===== config.mk =====
export PLATFORM = sky130hd
export DESIGN_NAME = afur_out
export DESIGN_NICKNAME = d
export VERILOG_FILES = /design/src/rtl/audio_fifo_underrun_recovery_macros.svh /design/src/rtl/afur_pkg.sv /design/src/rtl/afur_out.sv
export SDC_FILE = /design/constraint.sdc
export NUM_CORES = 1
export LEC_CHECK = 0
export ABC_AREA = 1
export BUFFER_PORTS_ARGS = -buffer_cell sky130_fd_sc_hd__buf_2
export CELL_PAD_IN_SITES_DETAIL_PLACEMENT = 1
export CELL_PAD_IN_SITES_GLOBAL_PLACEMENT = 2
export CORE_ASPECT_RATIO = 1.1
export CORE_MARGIN = 8
export CORE_UTILIZATION = 27
export CTS_CLUSTER_DIAMETER = 120
export DETAILED_ROUTE_END_ITERATION = 10
export PLACE_DENSITY_LB_ADDON = 0.1
export SLEW_MARGIN = 20
export SYNTH_ARGS = -nofsm -noshare
export SYNTH_HDL_FRONTEND = slang
export SYNTH_SLANG_ARGS = --single-unit

===== constraint.sdc =====
create_clock -name clk_i -period 8.2 [get_ports clk_i]
set_clock_uncertainty 0.1 [all_clocks]
set_input_delay 0.82 -clock clk_i [delete_from_list [all_inputs] [get_ports clk_i]]
set_output_delay 0.82 -clock clk_i [all_outputs]
set_load 0.005 [all_outputs]

===== src/rtl/audio_fifo_underrun_recovery_macros.svh =====
// Assertion helpers for the checks in the top-level module of this block.
// Both sample on clk_i and are switched off while rst_ni is low.
`ifndef AUDIO_FIFO_UNDERRUN_RECOVERY_MACROS_SVH
`define AUDIO_FIFO_UNDERRUN_RECOVERY_MACROS_SVH

// Same-cycle implication.
`define AFUR_ASSERT_IMP(label, ante, cons) \
  label: assert property (@(posedge clk_i) disable iff (!rst_ni) (ante) |-> (cons)) \
    else $error("afur: same-cycle check failed");

// Next-cycle implication.
`define AFUR_ASSERT_NXT(label, ante, cons) \
  label: assert property (@(posedge clk_i) disable iff (!rst_ni) (ante) |=> (cons)) \
    else $error("afur: next-cycle check failed");

`endif


===== src/rtl/afur_pkg.sv =====
package afur_pkg;

  localparam int unsigned ACTION_W   = 2;
  localparam int unsigned BCOUNT_W   = 16;
  localparam int unsigned POP_W      = 7;
  localparam int unsigned CFG_W      = 13;
  localparam int unsigned LEVEL_W    = 13;
  localparam int unsigned STAT_W     = 32;
  localparam int unsigned WORD_W     = 32;
  localparam int unsigned CFG_IDX_W  = 2;

  // Action codes on the input channel
  localparam logic [ACTION_W-1:0] ACT_PUSH  = 2'd0;
  localparam logic [ACTION_W-1:0] ACT_POP   = 2'd1;
  localparam logic [ACTION_W-1:0] ACT_CLEAR = 2'd2;

  // Configuration register indexes
  localparam logic [CFG_IDX_W-1:0] CFG_RECOVER_MARGIN = 2'd0;
  localparam logic [CFG_IDX_W-1:0] CFG_BUFFER_SIZE    = 2'd1;

  typedef enum logic [1:0] {
    OP_PUSH,
    OP_POP,
    OP_CLEAR_STATS,
    OP_STATUS
  } op_e;

  // One classified transaction waiting for the back end
  typedef struct packed {
    op_e                 op;
    logic                bstart;
    logic [BCOUNT_W-1:0] bcount;
    logic [POP_W-1:0]    n;
  } entry_t;

  // Result metadata travelling alongside the RAM read data
  typedef struct packed {
    logic               use_ram;
    logic               last;
    logic               accepted;
    logic               silenced;
    logic [LEVEL_W-1:0] fill;
    logic [STAT_W-1:0]  underrun;
    logic [STAT_W-1:0]  overrun;
  } res_t;

  typedef struct packed {
    logic                 wr;
    logic [CFG_IDX_W-1:0] idx;
    logic [CFG_W-1:0]     data;
  } cfg_wr_t;

endpackage


===== src/rtl/afur_out.sv =====
module afur_out #(
  parameter int unsigned SAMPLE_BITS = 32
) (
  input  logic                              clk_i,
  input  logic                              rst_ni,
  input  logic                              b_valid_i,
  input  afur_pkg::res_t                    b_res_i,
  input  logic [SAMPLE_BITS-1:0]            b_data_i,
  output logic                              ready_o,
  input  logic                              stall_i,
  output logic                              valid_o,
  output afur_pkg::res_t                    res_o,
  output logic [afur_pkg::WORD_W-1:0]       sample_o
);

  logic                          valid_q, valid_d;
  afur_pkg::res_t                res_q;
  logic [afur_pkg::WORD_W-1:0]   sample_q;
  logic                          load;

  assign ready_o = !valid_q || !stall_i;
  assign load    = b_valid_i && ready_o;

  always_comb begin
    valid_d = valid_q;
    if (ready_o) begin
      valid_d = b_valid_i;
    end
  end

  always_ff @(posedge clk_i or negedge rst_ni) begin
    if (!rst_ni) begin
      valid_q <= 1'b0;
    end else begin
      valid_q <= valid_d;
    end
  end

  // Silence, push, clear and status results carry a zero word
  always_ff @(posedge clk_i) begin
    if (load) begin
      res_q    <= b_res_i;
      sample_q <= b_res_i.use_ram ? afur_pkg::WORD_W'(b_data_i) : '0;
    end
  end

  assign valid_o  = valid_q;
  assign res_o    = res_q;
  assign sample_o = sample_q;

endmodule


# Word level (Yosys, flattened, before mapping)
# Index checks and enable logic that the tools add are counted.
# Widths: inputs -> output; s select.
totals:
  out_inout_bits: 115
  reg_bits: 114
  elab_cells: 13
  in_bits: 117
op_classes:
  reduce_logical: 4
ops:
  columns: ["operator", "n"]
  rows:
  - ["$logic_not 1->1", 2]
  - ["$logic_and 1x1->1", 1]
  - ["$logic_or 1x1->1", 1]

# Depth between registers and ports, before layout
depth:
  ltp_word: 3
  ltp_mapped: 3
  ltp_nobuf: 2

# Worst setup path after synthesis
# Ideal clock, no wire load.
synth_timing:
  path_kind: "input to register"
  from: "in b_valid_i"
  to: "reg res_q (netlist bit res_o[0]), enable pin"
  stages: 2
  arrival_ns: 6.309
  path_buffers: 0
  required_ns: 7.478
  slack_ns: 1.169
  setup_time_ns: 0.622
  path_cell_list: "inv_1 a21oi_1"
synth_via:
  elab_chain_len: 1
synth_rtl:
  columns: ["element", "line_no", "source"]
  rows:
  - ["from (decl)", "afur_out.sv:6", "input logic b_valid_i,"]
  - ["$logic_and 1x1->1", "afur_out.sv:22", "assign load = b_valid_i && ready_o;"]
  - ["named net load", "afur_out.sv:19", "logic load;"]
  - ["to (signal assigned)", "afur_out.sv:42", "res_q <= b_res_i;"]
  - ["to (decl)", "afur_out.sv:17", "afur_pkg::res_t res_q;"]
# The timed path passes the listed nets, and every way through them passes these cells.
# A chain may end at the register's enable or synchronous reset.

# Worst setup path in the final report
layout_timing:
  from: "in b_valid_i"
  to: "reg res_q (netlist bit res_o[77]), enable pin"
# The elaborated chain is that of the path after synthesis.

==> metrics.md <==
| Metric | Value |
|---|---|
| Die X | 127.7 µm |
| Die Area | 17750 µm² |
| Die Y | approximately 140 µm |
| Cell Area, Synth | 3709 µm² |
| Slowest cell on crit path | buf_4 |
| Post-synth EDFFs | 113 |
| Initial antenna violation count | 1 |
| Final worst-path cycle share | a little over 30% |
| Status | finished, final reports clean |
| Cell taking the most area after synthesis | edfxtp_1 |
| HP Class | input pin to asynchronous set/reset pin |
| Total congestion overflow | 0 |
| Worst skew pair latency | 0.40 ns |
| Commonest cells post-synth | edfxtp_1, nand2_1, inv_1 |
| Detail-routed via count per cell | just under 4 |
| Met1 wire length | 4.018 mm |
| First-pass GRT wire length | 16.35 mm |
| Switching share of total power | 20.09% |
| GRT Total Usage | 12.60% |
| Area Overhead vs Synth | 52.80% |
| Met3 WL | 1.495 mm |
| Pre-antenna DRT Iters | 3 |
| Detailed Route WL | 11.21 mm |
| Slew at the pin closest to its max-slew limit | 0.8879 ns |
| Internal | 1.194 mW |
| Routed wl met2 | 5.527 mm |
| CTS tree | yes |
| Post-synth top area share | 91.50% |
| CTS resizes | 0 |
| Max-Cap Viols | 0 |
| Final design utilization | 41.59% |
| Reg2Reg Depth | 3 |
| CP required | 8.12 ns |
| Net Switching | 0.3001 mW |
| PnR Total Power | 1.494 mW |
| CTS Buffer Depth | 2 |
| Final hold slack | 0.08214 ns |
| Starting DRC count in detailed routing | ~150 |
| Post-synthesis async set-or-reset flop share | 0.8772% |
| Worst Setup End Kind | flop |
| WL per Instance | 17.66 µm |
| Main area contributors after synthesis | edfxtp_1, nand2_1, inv_1 |
| Reg2reg setup slack | 5.80 ns |
| Final setup fails | 0 |
| CTS clk-pin slew, worst paths | 0.05 ns |
| Seq pwr share | approximately 46% |
| Vias in the first global route | 2672 |
| Htree depth | 4 |
| GPL Wtd Cong | 0.7051 |
| CP peak stage delay | 0.80 ns |
| Critical path class | input pin to flop |
| Arrival time worst endpoint | 2.41 ns |
| Most common cell on crit path | buf_4 |
| Startpoint of the worst register-to-register path | valid_o |
| Final slew viol count | 0 |
| Filler cells | roughly 1500 |
| Crit path max-delay family | buffers and inverters |
| Largest net degree at the start of global routing | 72 |
| CP bufs+invs | 4 |
| Post-DP HPWL | 8.747 mm |
| CORE AREA | 13630 µm² |
| Root buf cell | clkbuf_16 |
| Routed via count | 2487 |
| CP Depth | 5 |
| Top achievable clock speed | approximately 400 MHz |
| Crit path launch type | input pin |
| Critical Path Fanout Max | 71 |
| Leakage | 2.645 nW |
| Clock share of power | between 40% and 50% |
| Top FF cell, synth | edfxtp_1 |
| Final #Nets | 551 |
| Clock Sinks | 114 |
| Inserted Clock Buffers | 17 |
| Hold Vio Cnt, Final | 0 |
| Seq/Total Area, Yosys | 92.17% |
| RSZ-0062 raised after global routing | false |
| Logic pwr share | under 10% |
| Initial core utilization | 27.22% |
| Max Used Layer | met5 |
| Critical R2R Capture | res_o[77] |
| Setup bufs post-CTS | 0 |
| Post-synth net total | 302 |
| Post-Route Setup TNS | 0 ns |
| Residual DRC count | 0 |
| Rows | 45 |
| Most frequent cell after synthesis | edfxtp_1 |
| Cell count after synthesis | 185 |
| Port bufs | 231 |
| Max VDD drop | 0.0001002 V |
| Mean Syn Cell Area | between 20 and 25 µm² |
| Post-CTS Hold Buffers | 0 |
| Synth Register Bits | 114 |
| Crit path to | res_o[77] |
| Power Density | 263.6 nW/µm² |
| CP cell instances | buf_2 > inv_1 > a21oi_4 > buf_4 > buf_4 |
| Yosys warns | 0 |
| Tmin final | 2.491 ns |
| Netlist cell types | 6 |
| ANT nets after route | 0 |
| Rel. slew slack | 40.80% |
| Ant diodes | 0 |
| Layout cells sized above 1 | approximately three fifths |
| Critical path launch point | b_valid_i |
| # IOs | ~230 |
[worst min-delay path by stage]
stage / depth (start not counted) / slack, ns / start / end
6_report: 1 / 0.08 / rst_ni / valid_o
5_1_grt: 1 / 0.06 / rst_ni / valid_o
4_1_cts: 1 / 0.06 / rst_ni / valid_o
3_5_place_dp: 2 / 0.47 / valid_o / valid_o
3_3_place_gp: 2 / 0.45 / valid_o / valid_o
2_1_floorplan: 0 / 0.42 / rst_ni / valid_o
[cells by family after synthesis]
logic type,count (synthesis),synth area share [%]
DFF,114,92.17
buffers and inverters,36,4.251
and+or+nand+nor,34,3.441
AOI/OAI and AO/OA,1,0.1348
[routing by layer]
metal  vias to the layer above  track usage (%)
met2                       154            20.57
li1                       1148                -
met4                         2            5.451
met3                        14            7.538
met5                         -                0
met1                      1169            12.67
[power groups by stage]
stage | Clock [mW] | Combinational, mW | Sequential (mW)
2_1_floorplan | 0 | 0.0190 | 0.712
3_3_place_gp | 0 | 0.0927 | 0.700
3_5_place_dp | 0 | 0.0947 | 0.701
4_1_cts | 0.737 | 0.0948 | 0.690
5_1_grt | 0.757 | 0.102 | 0.692
6_report | 0.714 | 0.0908 | 0.689
[cells in the final DEF, fill, tap and decap left out, drive strengths merged]
cell,count
nand2,34
a21oi,1
buf,233
inv,33
clkbuf,18
edfxtp,113
clkinv,11
bufinv,3
dfrtp,1
[through the flow]
stage	area, µm²	worst slack [ns]	cells
floorplan	3709	1.169	185
global placement	5092	5.303	603
detailed placement	5092	5.259	603
CTS	5667	5.679	635
global route	5667	5.572	635
finish	5667	5.709	635
[final cells by class]
class | count | area [µm²] | share of cell area [%]
sequential | 114 | 3418 | 60.32
timing repair buffer | 233 | 1171 | 20.67
clock buffer | 18 | 429.2 | 7.573
tap | 188 | 235.2 | 4.151
clock inverter | 14 | 145.1 | 2.561
multi-input combinational | 35 | 143.9 | 2.539
inverter | 33 | 123.9 | 2.186
[registers in the layout, indices dropped and copies added (netlist names)]
name      cells
res_o        81
sample_o     32
valid_o       1
Note: power is estimated with default switching activity, not from simulation.
