===== src/rtl/audio_fifo_underrun_recovery_macros.svh =====
// Assertion helpers for the checks in the top-level module of this block.
// Both sample on clk_i and are switched off while rst_ni is low.
`ifndef AUDIO_FIFO_UNDERRUN_RECOVERY_MACROS_SVH
`define AUDIO_FIFO_UNDERRUN_RECOVERY_MACROS_SVH

// Same-cycle implication.
`define AFUR_ASSERT_IMP(label, ante, cons) \
  label: assert property (@(posedge clk_i) disable iff (!rst_ni) (ante) |-> (cons)) \
    else $error("afur: same-cycle check failed");

// Next-cycle implication.
`define AFUR_ASSERT_NXT(label, ante, cons) \
  label: assert property (@(posedge clk_i) disable iff (!rst_ni) (ante) |=> (cons)) \
    else $error("afur: next-cycle check failed");

`endif


===== src/rtl/afur_pkg.sv =====
package afur_pkg;

  localparam int unsigned ACTION_W   = 2;
  localparam int unsigned BCOUNT_W   = 16;
  localparam int unsigned POP_W      = 7;
  localparam int unsigned CFG_W      = 13;
  localparam int unsigned LEVEL_W    = 13;
  localparam int unsigned STAT_W     = 32;
  localparam int unsigned WORD_W     = 32;
  localparam int unsigned CFG_IDX_W  = 2;

  // Action codes on the input channel
  localparam logic [ACTION_W-1:0] ACT_PUSH  = 2'd0;
  localparam logic [ACTION_W-1:0] ACT_POP   = 2'd1;
  localparam logic [ACTION_W-1:0] ACT_CLEAR = 2'd2;

  // Configuration register indexes
  localparam logic [CFG_IDX_W-1:0] CFG_RECOVER_MARGIN = 2'd0;
  localparam logic [CFG_IDX_W-1:0] CFG_BUFFER_SIZE    = 2'd1;

  typedef enum logic [1:0] {
    OP_PUSH,
    OP_POP,
    OP_CLEAR_STATS,
    OP_STATUS
  } op_e;

  // One classified transaction waiting for the back end
  typedef struct packed {
    op_e                 op;
    logic                bstart;
    logic [BCOUNT_W-1:0] bcount;
    logic [POP_W-1:0]    n;
  } entry_t;

  // Result metadata travelling alongside the RAM read data
  typedef struct packed {
    logic               use_ram;
    logic               last;
    logic               accepted;
    logic               silenced;
    logic [LEVEL_W-1:0] fill;
    logic [STAT_W-1:0]  underrun;
    logic [STAT_W-1:0]  overrun;
  } res_t;

  typedef struct packed {
    logic                 wr;
    logic [CFG_IDX_W-1:0] idx;
    logic [CFG_W-1:0]     data;
  } cfg_wr_t;

endpackage


===== src/rtl/afur_front.sv =====
module afur_front #(
  parameter int unsigned MAX_POP     = 64,
  parameter int unsigned SAMPLE_BITS = 32
) (
  input  logic                             clk_i,
  input  logic                             rst_ni,
  input  logic                             in_valid_i,
  output logic                             in_stall_o,
  input  logic [afur_pkg::ACTION_W-1:0]    action_i,
  input  logic [afur_pkg::WORD_W-1:0]      push_sample_i,
  input  logic                             batch_start_i,
  input  logic [afur_pkg::BCOUNT_W-1:0]    batch_count_i,
  input  logic [afur_pkg::POP_W-1:0]       pop_count_i,
  input  logic                             deq_i,
  output logic                             head_valid_o,
  output afur_pkg::entry_t                 head_o,
  output logic [SAMPLE_BITS-1:0]           head_sample_o
);

  afur_pkg::entry_t        entry_q  [2];
  logic [SAMPLE_BITS-1:0]  sample_q [2];
  logic                    wr_ptr_q, wr_ptr_d;
  logic                    rd_ptr_q, rd_ptr_d;
  logic [1:0]              cnt_q, cnt_d;

  afur_pkg::entry_t        cls;
  logic                    keep;
  logic                    enq;

  // Classify: saturate the pop length, drop empty pops
  always_comb begin
    cls        = '0;
    cls.bstart = batch_start_i;
    cls.bcount = batch_count_i;
    cls.n      = (pop_count_i > afur_pkg::POP_W'(MAX_POP)) ? afur_pkg::POP_W'(MAX_POP)
                                                          : pop_count_i;
    unique case (action_i)
      afur_pkg::ACT_PUSH:  cls.op = afur_pkg::OP_PUSH;
      afur_pkg::ACT_POP:   cls.op = afur_pkg::OP_POP;
      afur_pkg::ACT_CLEAR: cls.op = afur_pkg::OP_CLEAR_STATS;
      default:             cls.op = afur_pkg::OP_STATUS;
    endcase
    keep = !((cls.op == afur_pkg::OP_POP) && (cls.n == '0));
  end

  assign in_stall_o = (cnt_q == 2'd2);
  assign enq        = in_valid_i && !in_stall_o && keep;

  always_comb begin
    wr_ptr_d = enq   ? !wr_ptr_q : wr_ptr_q;
    rd_ptr_d = deq_i ? !rd_ptr_q : rd_ptr_q;
    cnt_d    = cnt_q + 2'(enq) - 2'(deq_i);
  end

  always_ff @(posedge clk_i or negedge rst_ni) begin
    if (!rst_ni) begin
      wr_ptr_q <= 1'b0;
      rd_ptr_q <= 1'b0;
      cnt_q    <= 2'd0;
    end else begin
      wr_ptr_q <= wr_ptr_d;
      rd_ptr_q <= rd_ptr_d;
      cnt_q    <= cnt_d;
    end
  end

  always_ff @(posedge clk_i) begin
    if (enq) begin
      entry_q[wr_ptr_q]  <= cls;
      sample_q[wr_ptr_q] <= push_sample_i[SAMPLE_BITS-1:0];
    end
  end

  assign head_valid_o  = (cnt_q != 2'd0);
  assign head_o        = entry_q[rd_ptr_q];
  assign head_sample_o = sample_q[rd_ptr_q];

endmodule


===== config.mk =====
export PLATFORM = sky130hd
export DESIGN_NAME = afur_front
export DESIGN_NICKNAME = d
export VERILOG_FILES = /design/src/rtl/audio_fifo_underrun_recovery_macros.svh /design/src/rtl/afur_pkg.sv /design/src/rtl/afur_front.sv
export SDC_FILE = /design/constraint.sdc
export NUM_CORES = 1
export LEC_CHECK = 0
export BUFFER_PORTS_ARGS = -buffer_cell sky130_fd_sc_hd__clkbuf_2
export CAP_MARGIN = 10
export CELL_PAD_IN_SITES_DETAIL_PLACEMENT = 1
export CELL_PAD_IN_SITES_GLOBAL_PLACEMENT = 1
export CORE_MARGIN = 10
export CORE_UTILIZATION = 39
export DETAILED_ROUTE_END_ITERATION = 8
export PLACE_DENSITY = 0.83
export SYNTH_ARGS = -nofsm -noshare
export SYNTH_HDL_FRONTEND = slang
export SYNTH_SLANG_ARGS = --single-unit

===== constraint.sdc =====
create_clock -name clk_i -period 3.8 [get_ports clk_i]
set_input_delay 0.57 -clock clk_i [delete_from_list [all_inputs] [get_ports clk_i]]
set_output_delay 0.57 -clock clk_i [all_outputs]
set_load 0.05 [all_outputs]

* Yosys cells after proc, flatten, opt, wreduce, memory -nomap -nowiden
Memory sizes are Yosys's and may differ from the RTL's.
Cells that the tools add are included.
** Word-level totals
- Memories kept :: 2
- Logic and storage cells :: 26
- Bits in read-only memories :: 0
- Bits of input ports :: 62
- Latch bits :: 0
- Output and inout port bits :: 60
- Register bits after elaboration :: 4
- Bits in writable memories :: 116
** Memories
- sample_q :: depth 2, bits a word 32, read ports 1, clocked after memory_dff 0, write ports 1, RTL line afur_front.sv:21 : logic [SAMPLE_BITS-1:0] sample_q [2];
- entry_q :: depth 2, bits a word 26, read ports 1, clocked after memory_dff 0, write ports 1, RTL line afur_front.sv:20 : afur_pkg::entry_t entry_q [2];
** Operators by class
- Bitwise operators :: 0
- Eq/ne operators :: 4
- Mux-type cells :: 4
- Reduce and logical (&&, ||, !) cells :: 10
- Order comparisons :: 1
- $add $sub $neg :: 2
- Shifts and indexed selects :: 0
- Div/mod/pow operators :: 0
- Multipliers :: 0
** Operator list (count)
- $gt 7x7->1 const B :: 1
- $logic_not 7->1 :: 1
- $mux 7 :: 1
- $pmux 2 s3 :: 1
- $eq 2x1->1 const B :: 2
- $eq 2x2->1 const B :: 2
- $logic_not 1->1 :: 4
- $logic_and 1x1->1 :: 3
- $add 2x1->2 :: 1
- $logic_not 2->1 :: 1
- $mux 1 :: 2
- $reduce_bool 2->1 :: 1
- $sub 2x1->2 :: 1

* Longest topological paths before layout
- Depth after elaboration :: 8
- Gate-level depth with buffers :: 8
- Mapped depth without buffers :: 8

* Worst setup path before layout
Ideal clock, no wire load.
- Kind :: register -> register
- Start point :: register cnt_q[1]
- End point :: memory entry_q[0][0] (netlist bit), enable pin
- Data arrival time :: 3454 ps
- Stages on the path, launching flop included :: 4
- Required time :: 3326 ps
- Setup time :: 474 ps
- Setup slack :: -128 ps
- Clock period less this slack :: 3928 ps
- Path through :: dfrtp_1 -> nor2b_1 -> nand3b_2 -> nor2_1
** Between the ends
- Longest elaborated chain between the ends :: 6
** Ends and longest elaborated chain
- from (decl) :: RTL line afur_front.sv:24 : logic [1:0] cnt_q, cnt_d;
- from (signal assigned) :: RTL line afur_front.sv:63 : cnt_q <= cnt_d;
- $eq 2x2->1 :: RTL line afur_front.sv:46 : assign in_stall_o = (cnt_q == 2'd2);
- net in_stall_o :: RTL line afur_front.sv:8 : output logic in_stall_o,
- $logic_not 1->1 :: RTL line afur_front.sv:47 : assign enq = in_valid_i && !in_stall_o && keep;
- $logic_and 1x1->1 (2 in series) :: RTL line afur_front.sv:47
- $mux 1 :: RTL line afur_front.sv:68 : if (enq) begin
- $mux 1 (not written as such) :: RTL line afur_front.sv:69 : entry_q[wr_ptr_q] <= cls;
- to (decl) :: RTL line afur_front.sv:20
The timed path passes the listed nets, and every way through them passes these cells.

==> metrics <==
outcome completed; synth top area cells edfxtp_1 77%, mux2_2 12%, mux2_4 3.3%; vias per cell 4.67; CP max FO 33; combinational power share 38.4%; Post-Syn Instances 211; Syn Nets 275; row count 39; first-pass GRT wire length 14,900 um; synth unique cells 19; final cell count without fillers 501; max-cap violations 0; gr usage total 12.0%; count leader, synth edfxtp_1; Sw Ratio 39.9%; worst path arrival time 2.19 ns; syn avg cell area 21.3 um^2; fin. max-slew vios 0; synthesis-stage register bit count 120; Hold Fails Final Rpt 0; sequential share of the synthesized area 79.6%; vias in the first global route 2,672; Final Critical Period 2.76 ns; core area 0.0114 mm^2; Post-CTS Resized 0; clk slew on worst S/H paths 0.06 ns; die area 0.0162 mm^2; starting DRC count in detailed routing 110; peak supply drop 476 uV; I/O Pins 122; Critical Path RT 3.23 ns; grt total ovfl 0; initial antenna violation count 0; Final Cycle Share 72.7%; Die Height 127 um; final core occ 51.6%; Port-buffer cells 121; die width 127 um; wire length per cell 18.8 um; worst hold path class input port to flop; top cells by count, synth 116 x edfxtp_1, 48 x mux2_2, 10 x mux2_4; Final ANT Viol Nets 0; crit-path cells buf_12 -> mux2_2 -> clkbuf_2; Pint 3.36 mW; WHS 0.352 ns; Warnings, synthesis 0; total wire length 9430 um; Pwr per Cell Area 952 mW/mm^2; Slew HR 47.8%; clk_lat worst skew 0.40 ns; # clock sinks 120; RePlAce Congestion 0.707; Achievable Freq 362 MHz; Max Clock Skew 0.00901 ns; CTS Root Cell clkbuf_16; cts bufs inserted 17; Synth area leader edfxtp_1; Synth top area share 77.4%; CP bufs+invs 2; LEAKAGE 2.26 nW; # Post-CTS Setup Buffers 0; via count 2,341; 1st-pass router iterations 4; clock power share 26.5%; CTS H-tree lvls 4; predominant post-synthesis flop cell edfxtp_1; Final setup viols 0; DP HPWL 6840 um; ys async rst share 3.33%; unrepaired setup endpoints after global routing no; setup TNS 0 ns; Critical Path Max Stage Delay 0.84 ns; initial core utilization 39.6%; Bufs on Longest Clock Path 2; nets@finish 409; Post-synth EDFFs 116; sequential power share 35.1%; switching power total 2.23 mW; Post-Place Cells 468; worst slew pin tran 0.781 ns; Critical Path Start Type flop; diode count 0; total power 5.58 mW; Synth-to-Final Area Change 30.3%; Critical-path top delay cell dfrtp_2; CTS tree done; CP Class flop to output pin; CP delay by family, top flip-flops; Synth Cell Area 0.00450 mm^2; DRC viols 0; share of cells above drive strength 1 60.9%; largest net degree at the start of global routing 35; Critical Path End Type output pin; CTS Hold Bufs 1
placed cells by master (no fill, tap or decap), types with 3 or more instances in the layout:
| cell type | n |
|---|---|
| edfxtp_1 | 116 |
| buf_12 | 3 |
| clkbuf_16 | 17 |
| clkbuf_2 | 121 |
| dfrtp_1 | 3 |
| mux2_2 | 48 |
| clkinv_2 | 4 |
| xnor2_1 | 3 |
| nor2b_1 | 7 |
| clkinvlp_4 | 6 |
| mux2_4 | 10 |
metrics by stage:
step | setup slack (ns) | cell area (um^2)
after CTS | 0.979 | 5860
after floorplan | -0.128 | 4500
after global routing | 0.890 | 5860
after global placement | 1.46 | 5290
after detailed placement | 1.38 | 5290
final | 1.04 | 5860
logic make-up after synthesis:
family | after synthesis | synth area share, %
buf+inv | 12 | 1.70
xor+xnor | 4 | 0.778
mux | 58 | 15.3
flops | 120 | 79.6
simple gates | 15 | 2.03
fa+ha+maj | 2 | 0.556
registers in the layout, summed over array words and instances, names as in the netlist:
register / cells
entry_q: 52
wr_ptr_q: 1
sample_q: 64
rd_ptr_q: 1
cnt_q: 2
power groups by stage:
stage	combinational, mW	clock (mW)	sequential [mW]
after floorplan	1.76	0	1.91
after global placement	2.16	0	1.97
after detailed placement	2.19	0	1.99
after CTS	2.19	1.51	1.97
after global routing	2.27	1.56	2.00
final	2.15	1.48	1.96
final timing paths:
path / slack [ns] / from / cells past startpoint / end
setup / recovery: 1.04 / rd_ptr_q$_DFFE_PN0P_ / 3 / head_o[4]
hold / removal: 0.35 / push_sample_i[22] / 1 / sample_q[0][22]$_DFFE_PP_
setup reg to reg: 1.65 / cnt_q[1]$_DFF_PN0_ / 4 / entry_q[0][11]$_DFFE_PP_
hold reg to reg: 0.51 / cnt_q[1]$_DFF_PN0_ / 1 / cnt_q[1]$_DFF_PN0_
max in group asynchronous: 3.14 / rst_ni / 2 / rd_ptr_q$_DFFE_PN0P_
min in group asynchronous: 0.51 / rst_ni / 2 / cnt_q[0]$_DFF_PN0_
per-layer routing:
| metal | GRT usage [%] | vias up | wire length, um |
|---|---|---|---|
| li1 | - | 1093 | - |
| met1 | 13.7 | 1149 | 3940 |
| met2 | 18.8 | 83 | 4600 |
| met3 | 5.13 | 16 | 687 |
| met4 | 6.63 | 0 | 200 |
| met5 | 0 | - | 0 |
cell type report:
type / count / area (um^2)
clock buffer: 20 / 457
clock inverter: 12 / 104
fill: 1090 / 5510
inverter: 2 / 7.51
multi-input combinational: 79 / 857
sequential: 120 / 3580
tap: 143 / 179
timing repair buffer: 125 / 676
Power figures use the tool's default switching activity.
